<file path="src/sv/mhpq_pkg.sv">
// Shared types and constants of the max-heap priority queue.
// Holds the action codes and the command/status structs between controller and datapath.
// No dependencies.
`default_nettype none

package mhpq_pkg;

    // Default build sizes.
    localparam int CAPACITY_DEF      = 64;
    localparam int PRIORITY_BITS_DEF = 16;
    localparam int PAYLOAD_BITS_DEF  = 32;

    // Width and reset value of the capacity limit register.
    localparam int             LIMIT_BITS  = 7;
    localparam logic [6:0]     LIMIT_RESET = 7'd64;

    // Action codes of an input item.
    typedef enum logic [1:0] {
        ACT_INSERT = 2'd0,
        ACT_REMOVE = 2'd1,
        ACT_PEEK   = 2'd2,
        ACT_NOP    = 2'd3
    } action_t;

    // Read address select of the entry memory.
    typedef enum logic [2:0] {
        RD_ROOT,
        RD_LAST,
        RD_PARENT,
        RD_LEFT,
        RD_RIGHT
    } rd_sel_t;

    // Write data select; the write address is always the current position.
    typedef enum logic [1:0] {
        WR_HOLD,
        WR_RDATA,
        WR_LEFT
    } wr_sel_t;

    // Next value select of the position register.
    typedef enum logic [2:0] {
        POS_KEEP,
        POS_COUNT,
        POS_ZERO,
        POS_PARENT,
        POS_LEFT,
        POS_RIGHT
    } pos_sel_t;

    // Commands from the controller to the datapath.
    typedef struct packed {
        logic     rd_en;
        rd_sel_t  rd_sel;
        logic     wr_en;
        wr_sel_t  wr_sel;
        logic     hold_load_item;
        logic     hold_load_rd;
        logic     left_load;
        pos_sel_t pos_sel;
        logic     cnt_inc;
        logic     cnt_dec;
        logic     res_clear;
        logic     res_load_rd;
        logic     res_drop;
        logic     out_load;
    } dp_cmd_t;

    // Status from the datapath to the controller.
    typedef struct packed {
        logic full;
        logic empty;
        logic at_root;
        logic left_in;
        logic right_in;
        logic hold_gt_rd;
        logic hold_lt_rd;
        logic hold_lt_left;
        logic rd_gt_left;
        logic out_busy;
    } dp_stat_t;

endpackage

`default_nettype wire

</file>
<file path="src/sv/mhpq_dpath.sv">
// Datapath of the max-heap priority queue: entry memory, count, sift registers,
// result and output registers. Driven by mhpq_ctrl through dp_cmd_t.
// Depends on mhpq_pkg.
`default_nettype none

module mhpq_dpath #(
    parameter int CAPACITY      = mhpq_pkg::CAPACITY_DEF,
    parameter int PRIORITY_BITS = mhpq_pkg::PRIORITY_BITS_DEF,
    parameter int PAYLOAD_BITS  = mhpq_pkg::PAYLOAD_BITS_DEF
) (
    input  wire logic                            clk,
    input  wire logic                            rst_n,
    input  wire mhpq_pkg::dp_cmd_t               cmd,
    output mhpq_pkg::dp_stat_t                   stat,
    input  wire logic [mhpq_pkg::LIMIT_BITS-1:0] cap_limit,
    input  wire logic [PRIORITY_BITS-1:0]        item_priority,
    input  wire logic [PAYLOAD_BITS-1:0]         item_payload,
    input  wire logic                            out_ready,
    output logic                                 out_valid,
    output logic                                 result_valid,
    output logic [PRIORITY_BITS-1:0]             out_priority,
    output logic [PAYLOAD_BITS-1:0]              out_payload,
    output logic                                 insert_dropped,
    output logic                                 now_empty
);
    import mhpq_pkg::*;

    localparam int EW   = PRIORITY_BITS + PAYLOAD_BITS;
    localparam int IW   = $clog2(CAPACITY);
    localparam int CW   = $clog2(CAPACITY + 1);
    localparam int CMPW = (IW + 2 > CW) ? IW + 2 : CW;
    localparam int LW   = (CW > LIMIT_BITS) ? CW : LIMIT_BITS;

    // Entry memory: priority in the upper bits, payload in the lower bits.
    logic [EW-1:0] mem [CAPACITY];

    logic [CW-1:0]            count_reg, count_next;
    logic [IW-1:0]            pos_reg, pos_next;
    logic [EW-1:0]            hold_reg;
    logic [EW-1:0]            left_reg;
    logic [EW-1:0]            rd_data_reg;
    logic                     res_valid_reg;
    logic [EW-1:0]            res_entry_reg;
    logic                     res_drop_reg;
    logic                     out_valid_reg;
    logic                     out_rvalid_reg;
    logic [EW-1:0]            out_entry_reg;
    logic                     out_drop_reg;
    logic                     out_empty_reg;

    logic [IW-1:0]            rd_addr;
    logic [EW-1:0]            wr_data;
    logic [IW+1:0]            left_w;
    logic [IW+1:0]            right_w;
    logic [IW-1:0]            left_idx;
    logic [IW-1:0]            right_idx;
    logic [IW-1:0]            parent_idx;
    logic [CW-1:0]            last_w;
    logic [PRIORITY_BITS-1:0] hold_prio;
    logic [PRIORITY_BITS-1:0] rd_prio;
    logic [PRIORITY_BITS-1:0] left_prio;

    // Heap index arithmetic around the current position.
    assign left_w     = {1'b0, pos_reg, 1'b1};
    assign right_w    = {1'b0, pos_reg, 1'b0} + (IW + 2)'(2);
    assign left_idx   = left_w[IW-1:0];
    assign right_idx  = right_w[IW-1:0];
    assign parent_idx = (pos_reg - IW'(1)) >> 1;
    assign last_w     = count_reg - CW'(1);

    assign hold_prio  = hold_reg[EW-1 -: PRIORITY_BITS];
    assign rd_prio    = rd_data_reg[EW-1 -: PRIORITY_BITS];
    assign left_prio  = left_reg[EW-1 -: PRIORITY_BITS];

    // Status toward the controller.
    always_comb
    begin
        stat.full         = (LW'(count_reg) >= LW'(cap_limit)) ||
                            (count_reg >= CW'(CAPACITY));
        stat.empty        = (count_reg == '0);
        stat.at_root      = (pos_reg == '0);
        stat.left_in      = (CMPW'(left_w) < CMPW'(count_reg));
        stat.right_in     = (CMPW'(right_w) < CMPW'(count_reg));
        stat.hold_gt_rd   = (hold_prio > rd_prio);
        stat.hold_lt_rd   = (hold_prio < rd_prio);
        stat.hold_lt_left = (hold_prio < left_prio);
        stat.rd_gt_left   = (rd_prio > left_prio);
        stat.out_busy     = out_valid_reg && !out_ready;
    end

    // Read address and write data selection.
    always_comb
    begin
        case (cmd.rd_sel)
            RD_ROOT:   rd_addr = '0;
            RD_LAST:   rd_addr = last_w[IW-1:0];
            RD_PARENT: rd_addr = parent_idx;
            RD_LEFT:   rd_addr = left_idx;
            RD_RIGHT:  rd_addr = right_idx;
            default:   rd_addr = '0;
        endcase
        case (cmd.wr_sel)
            WR_HOLD:  wr_data = hold_reg;
            WR_RDATA: wr_data = rd_data_reg;
            WR_LEFT:  wr_data = left_reg;
            default:  wr_data = hold_reg;
        endcase
    end

    // Next position and count.
    always_comb
    begin
        case (cmd.pos_sel)
            POS_KEEP:   pos_next = pos_reg;
            POS_COUNT:  pos_next = count_reg[IW-1:0];
            POS_ZERO:   pos_next = '0;
            POS_PARENT: pos_next = parent_idx;
            POS_LEFT:   pos_next = left_idx;
            POS_RIGHT:  pos_next = right_idx;
            default:    pos_next = pos_reg;
        endcase
        count_next = count_reg;
        if (cmd.cnt_inc)
        begin
            count_next = count_reg + CW'(1);
        end
        else if (cmd.cnt_dec)
        begin
            count_next = last_w;
        end
    end

    // Entry memory: one write and one registered read per cycle.
    always_ff @(posedge clk)
    begin
        if (cmd.wr_en)
        begin
            mem[pos_reg] <= wr_data;
        end
    end

    always_ff @(posedge clk)
    begin
        if (cmd.rd_en)
        begin
            rd_data_reg <= mem[rd_addr];
        end
    end

    // Sift registers and result payload.
    always_ff @(posedge clk)
    begin
        pos_reg <= pos_next;
        if (cmd.hold_load_item)
        begin
            hold_reg <= {item_priority, item_payload};
        end
        else if (cmd.hold_load_rd)
        begin
            hold_reg <= rd_data_reg;
        end
        if (cmd.left_load)
        begin
            left_reg <= rd_data_reg;
        end
        if (cmd.res_clear)
        begin
            res_entry_reg <= '0;
        end
        else if (cmd.res_load_rd)
        begin
            res_entry_reg <= rd_data_reg;
        end
        if (cmd.out_load)
        begin
            out_entry_reg <= res_entry_reg;
            out_rvalid_reg <= res_valid_reg;
            out_drop_reg  <= res_drop_reg;
            out_empty_reg <= (count_reg == '0);
        end
    end

    // Control state: count, result flags and output valid.
    always_ff @(posedge clk or negedge rst_n)
    begin
        if (!rst_n)
        begin
            count_reg     <= '0;
            res_valid_reg <= 1'b0;
            res_drop_reg  <= 1'b0;
            out_valid_reg <= 1'b0;
        end
        else
        begin
            count_reg <= count_next;
            if (cmd.res_clear)
            begin
                // A refused insert is flagged in the same cycle that starts the item.
                res_valid_reg <= 1'b0;
                res_drop_reg  <= cmd.res_drop;
            end
            else
            begin
                if (cmd.res_load_rd)
                begin
                    res_valid_reg <= 1'b1;
                end
                if (cmd.res_drop)
                begin
                    res_drop_reg <= 1'b1;
                end
            end
            if (cmd.out_load)
            begin
                out_valid_reg <= 1'b1;
            end
            else if (out_ready)
            begin
                out_valid_reg <= 1'b0;
            end
        end
    end

    assign out_valid      = out_valid_reg;
    assign result_valid   = out_rvalid_reg;
    assign out_priority   = out_entry_reg[EW-1 -: PRIORITY_BITS];
    assign out_payload    = out_entry_reg[PAYLOAD_BITS-1:0];
    assign insert_dropped = out_drop_reg;
    assign now_empty      = out_empty_reg;

    // The count never passes the built capacity.
    a_count_bound: assert property (@(posedge clk) disable iff (!rst_n)
        count_reg <= CW'(CAPACITY))
        else $error("entry count above capacity");

    // An insert only grows a heap that has room.
    a_inc_room: assert property (@(posedge clk) disable iff (!rst_n)
        cmd.cnt_inc |-> !stat.full)
        else $error("count incremented on a full heap");

    // A remove only shrinks a heap that holds entries.
    a_dec_nonempty: assert property (@(posedge clk) disable iff (!rst_n)
        cmd.cnt_dec |-> (count_reg != '0))
        else $error("count decremented on an empty heap");

    // A finished result never overwrites one still waiting for transfer.
    a_out_no_overwrite: assert property (@(posedge clk) disable iff (!rst_n)
        cmd.out_load |-> !(out_valid_reg && !out_ready))
        else $error("output register overwritten");

    // A returned entry and a dropped insert never come together.
    a_out_flags: assert property (@(posedge clk) disable iff (!rst_n)
        out_valid_reg |-> !(out_rvalid_reg && out_drop_reg))
        else $error("result valid together with insert dropped");

endmodule

`default_nettype wire

</file>
<file path="src/sv/mhpq_ctrl.sv">
// Controller of the max-heap priority queue: sequences insert, remove and peek
// over the datapath, one memory read per cycle. Depends on mhpq_pkg.
`default_nettype none

module mhpq_ctrl (
    input  wire logic              clk,
    input  wire logic              rst_n,
    input  wire logic              in_valid,
    input  wire logic [1:0]        action,
    input  wire mhpq_pkg::dp_stat_t stat,
    output logic                   in_ready,
    output mhpq_pkg::dp_cmd_t      cmd
);
    import mhpq_pkg::*;

    typedef enum logic [3:0] {
        S_IDLE,
        S_UP_CHK,
        S_UP_CMP,
        S_RM_ROOT,
        S_RM_LAST,
        S_DN_CHK,
        S_DN_LEFT,
        S_DN_RIGHT,
        S_PK_ROOT,
        S_FIN
    } state_t;

    state_t  state_reg, state_next;
    action_t act;

    assign act      = action_t'(action);
    assign in_ready = (state_reg == S_IDLE);

    // Command decode and next state.
    always_comb
    begin
        cmd            = '0;
        cmd.rd_sel     = RD_ROOT;
        cmd.wr_sel     = WR_HOLD;
        cmd.pos_sel    = POS_KEEP;
        state_next     = state_reg;
        case (state_reg)
            S_IDLE:
            begin
                if (in_valid)
                begin
                    cmd.res_clear      = 1'b1;
                    cmd.hold_load_item = 1'b1;
                    case (act)
                        ACT_INSERT:
                        begin
                            if (stat.full)
                            begin
                                cmd.res_drop = 1'b1;
                                state_next   = S_FIN;
                            end
                            else
                            begin
                                cmd.pos_sel = POS_COUNT;
                                cmd.cnt_inc = 1'b1;
                                state_next  = S_UP_CHK;
                            end
                        end
                        ACT_REMOVE:
                        begin
                            if (stat.empty)
                            begin
                                state_next = S_FIN;
                            end
                            else
                            begin
                                cmd.rd_en  = 1'b1;
                                cmd.rd_sel = RD_ROOT;
                                state_next = S_RM_ROOT;
                            end
                        end
                        ACT_PEEK:
                        begin
                            if (stat.empty)
                            begin
                                state_next = S_FIN;
                            end
                            else
                            begin
                                cmd.rd_en  = 1'b1;
                                cmd.rd_sel = RD_ROOT;
                                state_next = S_PK_ROOT;
                            end
                        end
                        default:
                        begin
                            state_next = S_FIN;
                        end
                    endcase
                end
            end
            // Sift-up: fetch the parent unless the hole reached the root.
            S_UP_CHK:
            begin
                if (stat.at_root)
                begin
                    cmd.wr_en  = 1'b1;
                    cmd.wr_sel = WR_HOLD;
                    state_next = S_FIN;
                end
                else
                begin
                    cmd.rd_en  = 1'b1;
                    cmd.rd_sel = RD_PARENT;
                    state_next = S_UP_CMP;
                end
            end
            // Move the parent down while the new entry is strictly larger.
            S_UP_CMP:
            begin
                cmd.wr_en = 1'b1;
                if (stat.hold_gt_rd)
                begin
                    cmd.wr_sel  = WR_RDATA;
                    cmd.pos_sel = POS_PARENT;
                    state_next  = S_UP_CHK;
                end
                else
                begin
                    cmd.wr_sel = WR_HOLD;
                    state_next = S_FIN;
                end
            end
            // Capture the root as the result and fetch the last entry.
            S_RM_ROOT:
            begin
                cmd.res_load_rd = 1'b1;
                cmd.rd_en       = 1'b1;
                cmd.rd_sel      = RD_LAST;
                cmd.cnt_dec     = 1'b1;
                state_next      = S_RM_LAST;
            end
            // The last entry becomes the one sifted down from the root.
            S_RM_LAST:
            begin
                cmd.hold_load_rd = 1'b1;
                cmd.pos_sel      = POS_ZERO;
                state_next       = stat.empty ? S_FIN : S_DN_CHK;
            end
            // Sift-down: fetch the left child if it lies within the count.
            S_DN_CHK:
            begin
                if (stat.left_in)
                begin
                    cmd.rd_en  = 1'b1;
                    cmd.rd_sel = RD_LEFT;
                    state_next = S_DN_LEFT;
                end
                else
                begin
                    cmd.wr_en  = 1'b1;
                    cmd.wr_sel = WR_HOLD;
                    state_next = S_FIN;
                end
            end
            // Keep the left child; fetch the right one or decide on the left alone.
            S_DN_LEFT:
            begin
                cmd.left_load = 1'b1;
                if (stat.right_in)
                begin
                    cmd.rd_en  = 1'b1;
                    cmd.rd_sel = RD_RIGHT;
                    state_next = S_DN_RIGHT;
                end
                else
                begin
                    cmd.wr_en = 1'b1;
                    if (stat.hold_lt_rd)
                    begin
                        cmd.wr_sel  = WR_RDATA;
                        cmd.pos_sel = POS_LEFT;
                        state_next  = S_DN_CHK;
                    end
                    else
                    begin
                        cmd.wr_sel = WR_HOLD;
                        state_next = S_FIN;
                    end
                end
            end
            // The right child wins only when strictly larger than the left.
            S_DN_RIGHT:
            begin
                cmd.wr_en = 1'b1;
                if (stat.rd_gt_left)
                begin
                    if (stat.hold_lt_rd)
                    begin
                        cmd.wr_sel  = WR_RDATA;
                        cmd.pos_sel = POS_RIGHT;
                        state_next  = S_DN_CHK;
                    end
                    else
                    begin
                        cmd.wr_sel = WR_HOLD;
                        state_next = S_FIN;
                    end
                end
                else if (stat.hold_lt_left)
                begin
                    cmd.wr_sel  = WR_LEFT;
                    cmd.pos_sel = POS_LEFT;
                    state_next  = S_DN_CHK;
                end
                else
                begin
                    cmd.wr_sel = WR_HOLD;
                    state_next = S_FIN;
                end
            end
            S_PK_ROOT:
            begin
                cmd.res_load_rd = 1'b1;
                state_next      = S_FIN;
            end
            // Hand the result to the output register once it is free.
            S_FIN:
            begin
                if (!stat.out_busy)
                begin
                    cmd.out_load = 1'b1;
                    state_next   = S_IDLE;
                end
            end
            default:
            begin
                state_next = S_IDLE;
            end
        endcase
    end

    // State register.
    always_ff @(posedge clk or negedge rst_n)
    begin
        if (!rst_n)
        begin
            state_reg <= S_IDLE;
        end
        else
        begin
            state_reg <= state_next;
        end
    end

    // Memory writes are issued only in a sift step.
    a_wr_states: assert property (@(posedge clk) disable iff (!rst_n)
        cmd.wr_en |-> (state_reg == S_UP_CHK || state_reg == S_UP_CMP ||
                       state_reg == S_DN_CHK || state_reg == S_DN_LEFT ||
                       state_reg == S_DN_RIGHT))
        else $error("memory write outside a sift step");

    // An accepted item always leaves the idle state.
    a_accept_leaves: assert property (@(posedge clk) disable iff (!rst_n)
        (in_valid && in_ready) |=> (state_reg != S_IDLE))
        else $error("accepted item did not start");

    // The count only moves on an insert start or a remove.
    a_count_moves: assert property (@(posedge clk) disable iff (!rst_n)
        (cmd.cnt_inc || cmd.cnt_dec) |->
            (state_reg == S_IDLE || state_reg == S_RM_ROOT))
        else $error("count changed outside insert or remove");

endmodule

`default_nettype wire

</file>
<file path="src/sv/max_heap_priority_queue_core.sv">
// Top level of the binary max-heap priority queue: controller plus datapath.
// Depends on mhpq_pkg, mhpq_ctrl and mhpq_dpath.
//
//   Channel   Handshake              Contents
//   input     in_valid / in_ready    action, item_priority, item_payload
//   output    out_valid / out_ready  result_valid, out_priority, out_payload,
//                                    insert_dropped, now_empty
//   config    cfg_valid / cfg_ready  capacity_limit
//
// One item is worked at a time; the entry memory gives one registered read per cycle.
// Insert compares the new entry with one parent after another; a dropped insert skips that.
// Remove takes the root, fetches the last entry and compares children level by level;
// peek reads the root only. An empty heap and the idle action read no memory.
// A sift passes at most log2(CAPACITY) levels.
// Reset empties the heap (count zero) and sets the limit to 64; no memory clear pass.
// A new item transfers while the previous result still waits in the output register;
// a result that finds that register occupied waits in the controller.
`default_nettype none

module max_heap_priority_queue_core #(
    parameter int CAPACITY      = mhpq_pkg::CAPACITY_DEF,
    parameter int PRIORITY_BITS = mhpq_pkg::PRIORITY_BITS_DEF,
    parameter int PAYLOAD_BITS  = mhpq_pkg::PAYLOAD_BITS_DEF
) (
    input  wire logic                            clk,
    input  wire logic                            rst_n,
    input  wire logic                            cfg_valid,
    output logic                                 cfg_ready,
    input  wire logic [mhpq_pkg::LIMIT_BITS-1:0] capacity_limit,
    input  wire logic                            in_valid,
    output logic                                 in_ready,
    input  wire logic [1:0]                      action,
    input  wire logic [PRIORITY_BITS-1:0]        item_priority,
    input  wire logic [PAYLOAD_BITS-1:0]         item_payload,
    output logic                                 out_valid,
    input  wire logic                            out_ready,
    output logic                                 result_valid,
    output logic [PRIORITY_BITS-1:0]             out_priority,
    output logic [PAYLOAD_BITS-1:0]              out_payload,
    output logic                                 insert_dropped,
    output logic                                 now_empty
);
    import mhpq_pkg::*;

    logic [LIMIT_BITS-1:0] cap_limit_reg;
    dp_cmd_t               cmd;
    dp_stat_t              stat;

    // Configuration writes are always taken.
    assign cfg_ready = 1'b1;

    always_ff @(posedge clk or negedge rst_n)
    begin
        if (!rst_n)
        begin
            cap_limit_reg <= LIMIT_RESET;
        end
        else if (cfg_valid)
        begin
            cap_limit_reg <= capacity_limit;
        end
    end

    mhpq_ctrl u_ctrl (
        .clk      (clk),
        .rst_n    (rst_n),
        .in_valid (in_valid),
        .action   (action),
        .stat     (stat),
        .in_ready (in_ready),
        .cmd      (cmd)
    );

    mhpq_dpath #(
        .CAPACITY      (CAPACITY),
        .PRIORITY_BITS (PRIORITY_BITS),
        .PAYLOAD_BITS  (PAYLOAD_BITS)
    ) u_dpath (
        .clk            (clk),
        .rst_n          (rst_n),
        .cmd            (cmd),
        .stat           (stat),
        .cap_limit      (cap_limit_reg),
        .item_priority  (item_priority),
        .item_payload   (item_payload),
        .out_ready      (out_ready),
        .out_valid      (out_valid),
        .result_valid   (result_valid),
        .out_priority   (out_priority),
        .out_payload    (out_payload),
        .insert_dropped (insert_dropped),
        .now_empty      (now_empty)
    );

endmodule

`default_nettype wire

</file>
<file path="config.mk">
export PLATFORM = sky130hd
export DESIGN_NAME = max_heap_priority_queue_core
export DESIGN_NICKNAME = d
export VERILOG_FILES = /design/src/sv/mhpq_pkg.sv /design/src/sv/mhpq_dpath.sv /design/src/sv/mhpq_ctrl.sv /design/src/sv/max_heap_priority_queue_core.sv
export SDC_FILE = /design/constraint.sdc
export NUM_CORES = 2
export LEC_CHECK = 0
export ABC_AREA = 1
export BUFFER_PORTS_ARGS = -buffer_cell sky130_fd_sc_hd__buf_4
export CAP_MARGIN = 10
export CORE_ASPECT_RATIO = 1.75
export CORE_MARGIN = 2
export CORE_UTILIZATION = 50
export DETAILED_ROUTE_END_ITERATION = 7
export HOLD_SLACK_MARGIN = 0.12
export PLACE_DENSITY = 0.65
export SLEW_MARGIN = 40
export SYNTH_ARGS = -nofsm -noshare
export SYNTH_HDL_FRONTEND = slang
export SYNTH_SLANG_ARGS = --single-unit
</file>
<file path="constraint.sdc">
create_clock -name clk -period 16.4 [get_ports clk]
set_input_delay 4.92 -clock clk [delete_from_list [all_inputs] [get_ports clk]]
set_output_delay 4.92 -clock clk [all_outputs]
set_load 0.1 [all_outputs]
</file>
==> out/qor.txt <==
Status = finished clean
Die area = 0.2947 mm2
CP max FO = 44
Tmin final = 7.287 ns
CTS Buf Count = 297
Area after DPL = 0.1504 mm2
Final HPWL DP = 217100 um
Cell count after synthesis = 14066
Layout cell share with drive strength beyond 1 = 6.680%
#FFs+latches synth = 3342
Core area = 0.2887 mm2
CTS clk-pin slew, worst paths = 0.07 ns
RSZ-0062 raised after global routing = false
IO Port Bufs = 114
Most used cell, CP = nand2_1
Post-synthesis async set-or-reset flop share = 0.6284%
YS warnings = 0
Largest net degree at the start of global routing = 170
Pre-CTS WS = 8.898 ns
Total grt overflow = 0
Distinct cells, synth = 43
Register bank with the most flops = u_dpath.mem
Mapped Nets = 14206
Setup_tns = 0 ns
Worst ir drop on vdd = 0.1772 mV
Maxcap violations = 0
Slowest CP cell = buf_4
Setup WS post-layout = 9.113 ns
Type of the most critical hold path = reg -> reg
# H-tree levels = 5
Worst-Skew Late Latency = 0.92 ns
Die X = 411.2 um
Max clock buf depth = 4
Area Overhead vs Synth = 10.21%
Initial core utilization = 50.26%
Final hold slack = 0.4284 ns
Kind of critical path = reg -> reg
Crit path DAT = 7.94 ns
Register area share after synthesis = 68.77%
Max reg flops = 3072
Slew @ Worst Pin = 0.9711 ns
WP buf/inv = 7
Overall Power = 29.41 mW
Global-route wire length before repair = 611200 um
IO Count = 116
Routed wire per std cell = 23.00 um
Global placement routability congestion = 0.8636
EDFF count, synth = 3273
DRC = 0
Reg area = 0.09977 mm2
Vias in the first global route = 95026
Flop-to-flop setup slack = 9.11 ns
Final Hold Vio Count = 0
Mean post-synth cell area = 10.31 um2
Drt total wl = 413500 um
Most used DFF post-synth = edfxtp_1
Vias per cell = 5.578
Row Count = 261
Fin. max-slew vios = 0
Max Freq = 0.1372 GHz
Worst slew margin = 35.26%
CTS tree = done
Leak pwr = 65.30 nW
Fillers = 24283
Layout net count = 14077
Post-CTS Hold Buffers = 0
Final Skew = 0.04903 ns
Setup violations, final = 0
Initial antenna violation count = 7
Startpoint Class = flip-flop
PostCTS Resize Cnt = 0
Period Utilization, post-route = 44.43%
Critical Path Max Stage Delay = 0.84 ns
CTS root buffer = clkbuf_16
Post-route cell area = 0.1599 mm2
Postcts setup bufs = 0
Multi-input logic area = 0.03706 mm2
CP Capture Type = flip-flop
Synth Cell Area = 0.1451 mm2
DRT Pass-1 Iters = 6
Total Routing Usage GR = 27.62%
Die height = 716.6 um
Largest delay share family, worst path = buffers and inverters
Vias = 100293
DR iter-0 viols = 10924
Power per Cell Area = 184.0 mW/mm2
WP data required = 17.05 ns
Clock sink count = 3342
DRT antenna net count = 0
## worst paths after layout
kind,startpoint,cells past startpoint,to
worst max-delay path,u_dpath.pos_reg[2]$_DFFE_PP_,25,u_dpath.rd_data_reg[12]$_DFFE_PP_
max in group asynchronous,rst_n,1,cap_limit_reg[6]$_DFFE_PN1P_
worst max register to register,u_dpath.pos_reg[2]$_DFFE_PP_,25,u_dpath.rd_data_reg[12]$_DFFE_PP_
worst min register to register,u_dpath.res_entry_reg[29]$_SDFFE_PP0P_,0,u_dpath.out_entry_reg[29]$_DFFE_PP_
worst min-delay path,u_dpath.res_entry_reg[29]$_SDFFE_PP0P_,0,u_dpath.out_entry_reg[29]$_DFFE_PP_
min in group asynchronous,rst_n,1,cap_limit_reg[4]$_DFFE_PN0P_
## placed cells by master (no fill, tap or decap), types with 6 or more instances in the layout
master	n
clkinvlp_4	11
clkbuf_16	308
nand4_1	16
inv_1	1457
nor3_1	10
o21ai_0	113
clkinv_1	58
nor2_4	70
buf_6	39
buf_12	21
edfxtp_1	3273
a21oi_4	47
bufinv_16	18
clkbuf_8	6
dfrtp_1	20
inv_2	20
clkinv_2	47
nand3_1	2340
ha_1	76
inv_6	8
clkbuf_1	65
buf_16	10
nand2_1	5464
nor2_1	112
dfxtp_1	48
xor2_1	14
a21oi_1	122
buf_4	301
## layer usage
layer | GRT usage [%] | wire length [um] | vias to the layer above
met5 | 0 | 13 | -
met2 | 48.77 | 210200 | 4432
met3 | 3.308 | 32250 | 879
met4 | 10.48 | 15880 | 2
li1 | - | - | 46104
met1 | 34.70 | 155200 | 48876
## power breakdown
part | internal [mW] | switching [mW] | total, mW
clock network | 3.76 | 3.09 | 6.85
logic | 2.59 | 8.38 | 11.0
registers | 11.3 | 0.262 | 11.6
total | 17.7 | 11.7 | 29.4
## logic make-up after synthesis
family | count (synthesis) | share of synthesized area [%]
DFF | 3342 | 68.77
other | 1 | 0.002585
buffers and inverters | 2287 | 6.462
xor gates and xnor gates | 17 | 0.1026
muxes | 1 | 0.007761
adders and majority gates | 78 | 0.6727
and+or+nand+nor | 8040 | 22.92
AOI/OAI and AO/OA | 300 | 1.067
## cell usage after synthesis, drive strengths merged (2+ instances only)
cell	instances	area (um2)
clkbuf	186	698.2
edfxtp	3273	98280
o31ai	3	22.52
nor2	184	705.7
buf	618	3110
nand2	5471	20540
o21ai	113	565.5
nor4	3	18.77
inv	1479	5552
nor3	15	96.35
dfrtp	20	500.5
clkinv	4	15.01
o211ai	2	15.01
o21a	3	22.52
o22ai	2	12.51
dfxtp	48	960.9
a211oi	2	15.01
xnor2	3	26.28
xor2	14	122.6
a22oi	3	22.52
a21oi	169	845.8
nand3	2344	11740
or2	5	31.28
a22o	2	17.52
nand4	16	100.1
ha	78	975.9
## cell type report
class / instances / share of cell area, %
flip-flops and latches: 3342 / 62.40
multi-input cells: 8437 / 23.18
clock buffers: 379 / 5.024
inverters: 1483 / 3.488
well taps: 3813 / 2.984
repair buffers: 376 / 2.170
clock inverters: 145 / 0.7481
diodes: 5 / 0.007825
## stage by stage
stage	cells	util, %
2_1_floorplan	14066	-
3_3_place_gp	17424	51.94
3_5_place_dp	17442	52.11
4_1_cts	17966	55.30
5_1_grt	17976	55.38
6_report	17980	55.39
No activity file was read; power rests on OpenSTA's default activity.
